$ cat src/sv/mpa_pkg.sv
package mpa_pkg;

   // Default sizes
   localparam int DEF_CELLS        = 4096;
   localparam int DEF_MAX_CHANNELS = 64;

   // Field widths
   localparam int SAMPLE_W     = 32;
   localparam int INDEX_W      = 12;
   localparam int POS_W        = 24;
   localparam int ADDR_OUT_W   = 12;
   localparam int DIM_W        = 9;
   localparam int CHAN_CFG_W   = 7;
   localparam int STRIDE_CFG_W = 4;
   localparam int PAD_W        = 3;
   localparam int ROW_W        = 8;
   localparam int COL_W        = 8;

   // Row and column quotients come out one bit per cycle
   localparam int DIV_STEPS = DIM_W;
   // Width of pooled_row * pooled_width + pooled_col
   localparam int PROD1_W   = 2 * DIM_W + 1;

   localparam int REQ_DATA_W = 48;
   localparam int RSP_DATA_W = 72;
   localparam int CSR_ADDR_W = 5;
   localparam int CSR_DATA_W = 32;

   localparam logic [SAMPLE_W-1:0] MOST_NEG = 32'h8000_0000;

   localparam logic OP_READ = 1'b1;

   typedef enum logic [2:0] {
      REG_IN_HEIGHT,
      REG_IN_WIDTH,
      REG_CHANNELS,
      REG_POOLED_WIDTH,
      REG_STRIDE_ROWS,
      REG_STRIDE_COLS,
      REG_PAD_TOP,
      REG_PAD_LEFT
   } mpa_reg_type;

   typedef struct packed {
      logic [DIM_W-1:0]        in_height;
      logic [DIM_W-1:0]        in_width;
      logic [CHAN_CFG_W-1:0]   channels;
      logic [DIM_W-1:0]        pooled_width;
      logic [STRIDE_CFG_W-1:0] stride_rows;
      logic [STRIDE_CFG_W-1:0] stride_cols;
      logic [PAD_W-1:0]        pad_top;
      logic [PAD_W-1:0]        pad_left;
   } mpa_cfg_type;

   typedef enum logic [2:0] {
      ST_CLEAR,
      ST_IDLE,
      ST_DIV,
      ST_MUL1,
      ST_MUL2,
      ST_READ,
      ST_UPDATE
   } mpa_state_type;

   typedef struct packed {
      logic accept;
      logic div_step;
      logic mul1;
      logic mul2;
      logic mem_read;
      logic update;
      logic clear_write;
   } mpa_cmd_type;

   typedef struct packed {
      logic clear_last;
      logic out_free;
   } mpa_status_type;

endpackage

$ cat src/sv/mpa_ctrl.sv
module mpa_ctrl import mpa_pkg::*; (
   input  logic           clock,
   input  logic           reset,
   input  logic           req_tvalid,
   input  logic           req_tuser,
   output logic           req_tready,
   input  mpa_status_type status,
   output mpa_cmd_type    cmd
);

   localparam int STEP_W = $clog2(DIV_STEPS + 1);

   mpa_state_type     state_ff, state_in;
   logic [STEP_W-1:0] step_ff, step_in;
   logic              div_last;

   assign div_last = (step_ff == STEP_W'(DIV_STEPS - 1));

   always_comb begin
      state_in = state_ff;
      unique case (state_ff)
         ST_CLEAR: begin
            if (status.clear_last) state_in = ST_IDLE;
         end
         ST_IDLE: begin
            if (req_tvalid) state_in = (req_tuser == OP_READ) ? ST_READ : ST_DIV;
         end
         ST_DIV: begin
            if (div_last) state_in = ST_MUL1;
         end
         ST_MUL1:  state_in = ST_MUL2;
         ST_MUL2:  state_in = ST_READ;
         ST_READ:  state_in = ST_UPDATE;
         ST_UPDATE: begin
            if (status.out_free) state_in = ST_IDLE;
         end
         default:  state_in = ST_IDLE;
      endcase
   end

   // count steps while staying in the divide state, restart on any move
   always_comb begin
      if (state_ff == ST_DIV && state_in == ST_DIV) begin
         step_in = step_ff + STEP_W'(1);
      end else begin
         step_in = '0;
      end
   end

   always_comb begin
      cmd        = '0;
      req_tready = 1'b0;
      unique case (state_ff)
         ST_CLEAR:  cmd.clear_write = 1'b1;
         ST_IDLE: begin
            req_tready = 1'b1;
            cmd.accept = req_tvalid;
         end
         ST_DIV:    cmd.div_step = 1'b1;
         ST_MUL1:   cmd.mul1 = 1'b1;
         ST_MUL2:   cmd.mul2 = 1'b1;
         ST_READ:   cmd.mem_read = 1'b1;
         ST_UPDATE: cmd.update = status.out_free;
         default: ;
      endcase
   end

   always_ff @(posedge clock) begin
      if (reset) begin
         state_ff <= ST_CLEAR;
         step_ff  <= '0;
      end else begin
         state_ff <= state_in;
         step_ff  <= step_in;
      end
   end

endmodule

$ cat config.mk
export PLATFORM = sky130hd
export DESIGN_NAME = mpa_ctrl
export DESIGN_NICKNAME = d
export VERILOG_FILES = /design/src/sv/mpa_pkg.sv /design/src/sv/mpa_ctrl.sv
export SDC_FILE = /design/constraint.sdc
export NUM_CORES = 1
export LEC_CHECK = 0
export CAP_MARGIN = 40
export CORE_AREA = 2 2 39 41
export CTS_CLUSTER_SIZE = 12
export DETAILED_ROUTE_END_ITERATION = 16
export DIE_AREA = 0 0 41 43
export DONT_BUFFER_PORTS = 1
export MAX_ROUTING_LAYER = met4
export RECOVER_POWER = 50
export SETUP_SLACK_MARGIN = 0.5
export SLEW_MARGIN = 10
export SYNTH_ARGS = -nofsm -noshare
export SYNTH_HDL_FRONTEND = slang
export SYNTH_SLANG_ARGS = --single-unit
$ cat constraint.sdc
create_clock -name clock -period 2.34 [get_ports clock]
set_input_delay 0 -clock clock [delete_from_list [all_inputs] [get_ports clock]]
set_output_delay 0 -clock clock [all_outputs]
set_load 0.05 [all_outputs]
==> flow_summary.json <==
{
  "fmax_mhz": 524,
  "final.setup.worst_slack_ns": 0.431,
  "grt_pass1_wl_um": 1180,
  "rows": 14,
  "worstSetupPathType": "reg2reg",
  "status": "finished clean",
  "ys.flop_type": "dfxtp_1",
  "fin_nets": 68,
  "cp.arrival_ns": 2.09,
  "syn_inst": 52,
  "worst_slew_pin_slew_ns": 0.834,
  "post_cts_buffers": 0,
  "maxSlewViolCount": 0,
  "antenna_found_initial": 0,
  "drc_errors": 0,
  "routed-wl-met3_um": 58,
  "totalNegativeSetupSlack_ns": 0,
  "ctsLongestPathBuffers": 2,
  "dp_slack_ns": 0.777,
  "path_clk_slew_ns": 0.05,
  "ys_ff_latch": 7,
  "die_h_um": 43,
  "hold_buffers": 3,
  "grt_pass1_vias": 292,
  "start_util_pct": 30.4,
  "hp-class": "in2reg",
  "ant_nets": 0,
  "power_density_nw_per_um2": 662,
  "layout_min_cycle_time_ns": 1.91,
  "finalInstanceArea_um2": 494,
  "yosys-top-cells-count": "dfxtp_1 (7), nor2_1 (7), inv_1 (5)",
  "postLayoutCoreUtil_pct": 35.7,
  "cts_tree": "built",
  "rsz0062_at_grt": "false",
  "dpl_cell_area_um2": 449,
  "grt_overflow": 0,
  "syn_area_per_cell_um2": 8.08,
  "numPortBuffers": 0,
  "drt_iter0_drc": 0,
  "hold_violations": 0,
  "wl_per_cell_um": 11.0,
  "yosys-top-cells-area": "dfxtp_1 (33%), nor2_1 (6.3%), ha_1 (6.0%), inv_1 (4.5%), nor3b_4 (4.5%)",
  "critPathMaxFanout": 13,
  "drive_gt1_share_pct": 8.47,
  "wl_um": 825,
  "timing.rr.start": "state_ff[1]$_SDFF_PP0_",
  "diodes": 0,
  "pin_count": 14,
  "dr.pass1.iters": 1,
  "htreeDepth": 1,
  "synth_top_area_share_pct": 33.3,
  "power_leakage_nw": 0.191,
  "rr_worst_depth": 4,
  "wl_met1_um": 385,
  "synth_top_area_cell": "dfxtp_1",
  "hold_end": "step_ff[1]$_SDFF_PP0_",
  "synth_edf_count": 0,
  "cts-root-buf": "clkbuf_4",
  "hold_path_depth": 3,
  "yosysUniqueCellTypes": 26,
  "finClkSkew_ns": 0.000956,
  "hpwl_um": 562,
  "met2_length_um": 370,
  "cap_violations": 0,
  "top_layer": "met4",
  "grt.total_usage_pct": 10.7,
  "gp_congestion": 0.706,
  "hold_start": "reset",
  "cts_made_buffers": 3,
  "setup_viol": 0,
  "ir_worst_vdd_uv": 317,
  "area_growth_pct": 17.6,
  "yosysSeqAreaShare_pct": 33.3,
  "routed_via_density": 4.87,
  "core_um2": 1380,
  "worst_setup_path_end_kind": "flop",
  "rrSetupSlack_ns": 0.43,
  "ys_warn_count": 0,
  "vias": 365,
  "cts_resized": 0,
  "r2r_end": "state_ff[0]$_SDFF_PP0_",
  "synth_nets": 60,
  "worstSkewPairLatency_ns": 0.25,
  "timing.final.crit_share_pct": 81.6,
  "async_flop_share_pct": 0,
  "syn_area_um2": 420,
  "critPathLaunchType": "flop",
  "slew_headroom_pct": 44.2,
  "die_area_um2": 1760,
  "crit_required_ns": 2.52,
  "grt_max_degree": 16,
  "dieWidth_um": 41,
  "cts_num_sinks": 7
}
[layout by cell type (no fill, tap or decap), types with 2 or more instances in the layout]
cell type / n
nand2_1: 3
dlygate4sd3_1: 3
nor3_1: 2
inv_1: 5
nand3_1: 2
clkbuf_4: 3
clkbuf_1: 4
dfxtp_1: 7
and3_1: 2
a21oi_1: 3
nor2b_1: 2
nor2_1: 7
ha_1: 2
[area by class of cell]
class                      instances  area [µm²]
inverter                           5        18.8
multi-input combinational         37         248
timing repair buffer               6        41.3
sequential                         7         140
clock buffer                       4        26.3
tap                               16        20.0
fill                             157         890
[critical path: stages (launching register included)]
cell	delay (ns)
dfxtp_1	0.56
nor3b_4	0.24
clkbuf_1	0.52
or3b_1	0.41
a31oi_1	0.12
[registers in the layout, indices dropped and copies added (netlist names)]
name / count
step_ff: 4
state_ff: 3
[through the flow]
stage	hold WS (ns)	total power, W	std cells
after global routing	0.0476	0.000345	75
final	0.0284	0.000327	75
after CTS	0.0228	0.000339	75
after floorplan	0.0691	0.000209	52
after global placement	0.0711	0.000219	68
after detailed placement	0.0725	0.000219	68
[where the power goes]
| group | switching (W) | leakage [nW] | total, W | internal [W] |
|---|---|---|---|---|
| sequential | 0.0000157 | 0.0569 | 0.000140 | 0.000124 |
| combinational | 0.0000531 | 0.119 | 0.0000763 | 0.0000232 |
| clock | 0.0000456 | 0.0150 | 0.000111 | 0.0000651 |
[worst max-delay path by stage]
| stage | start | to | slack (ns) | cells after the start |
|---|---|---|---|---|
| after floorplan | state_ff[1]$_SDFF_PP0_ | cmd[0] | 0.73 | 2 |
| after global placement | state_ff[1]$_SDFF_PP0_ | state_ff[0]$_SDFF_PP0_ | 0.78 | 4 |
| after detailed placement | state_ff[1]$_SDFF_PP0_ | state_ff[0]$_SDFF_PP0_ | 0.78 | 4 |
| after CTS | state_ff[2]$_SDFF_PP0_ | cmd[2] | 0.67 | 2 |
| after global routing | state_ff[1]$_SDFF_PP0_ | state_ff[0]$_SDFF_PP0_ | 0.32 | 4 |
| final | state_ff[1]$_SDFF_PP0_ | state_ff[0]$_SDFF_PP0_ | 0.43 | 4 |
[cells by family (layout without fill, tap and decap cells)]
logic type | after synthesis | in the layout | synth area share [%]
simple gates | 23 | 23 | 31.8
compound gates | 10 | 10 | 15.8
buf+inv | 8 | 15 | 8.93
flops | 7 | 7 | 33.3
fa+ha+maj | 2 | 2 | 5.95
xor+xnor | 2 | 2 | 4.17
[metal layers]
metal,up-vias,GRT usage [%]
met2,10,15.3
met1,163,11.1
li1,190,-
met3,2,1.57
met5,-,-
met4,0,12.0
(Power assumes the default switching activity.)
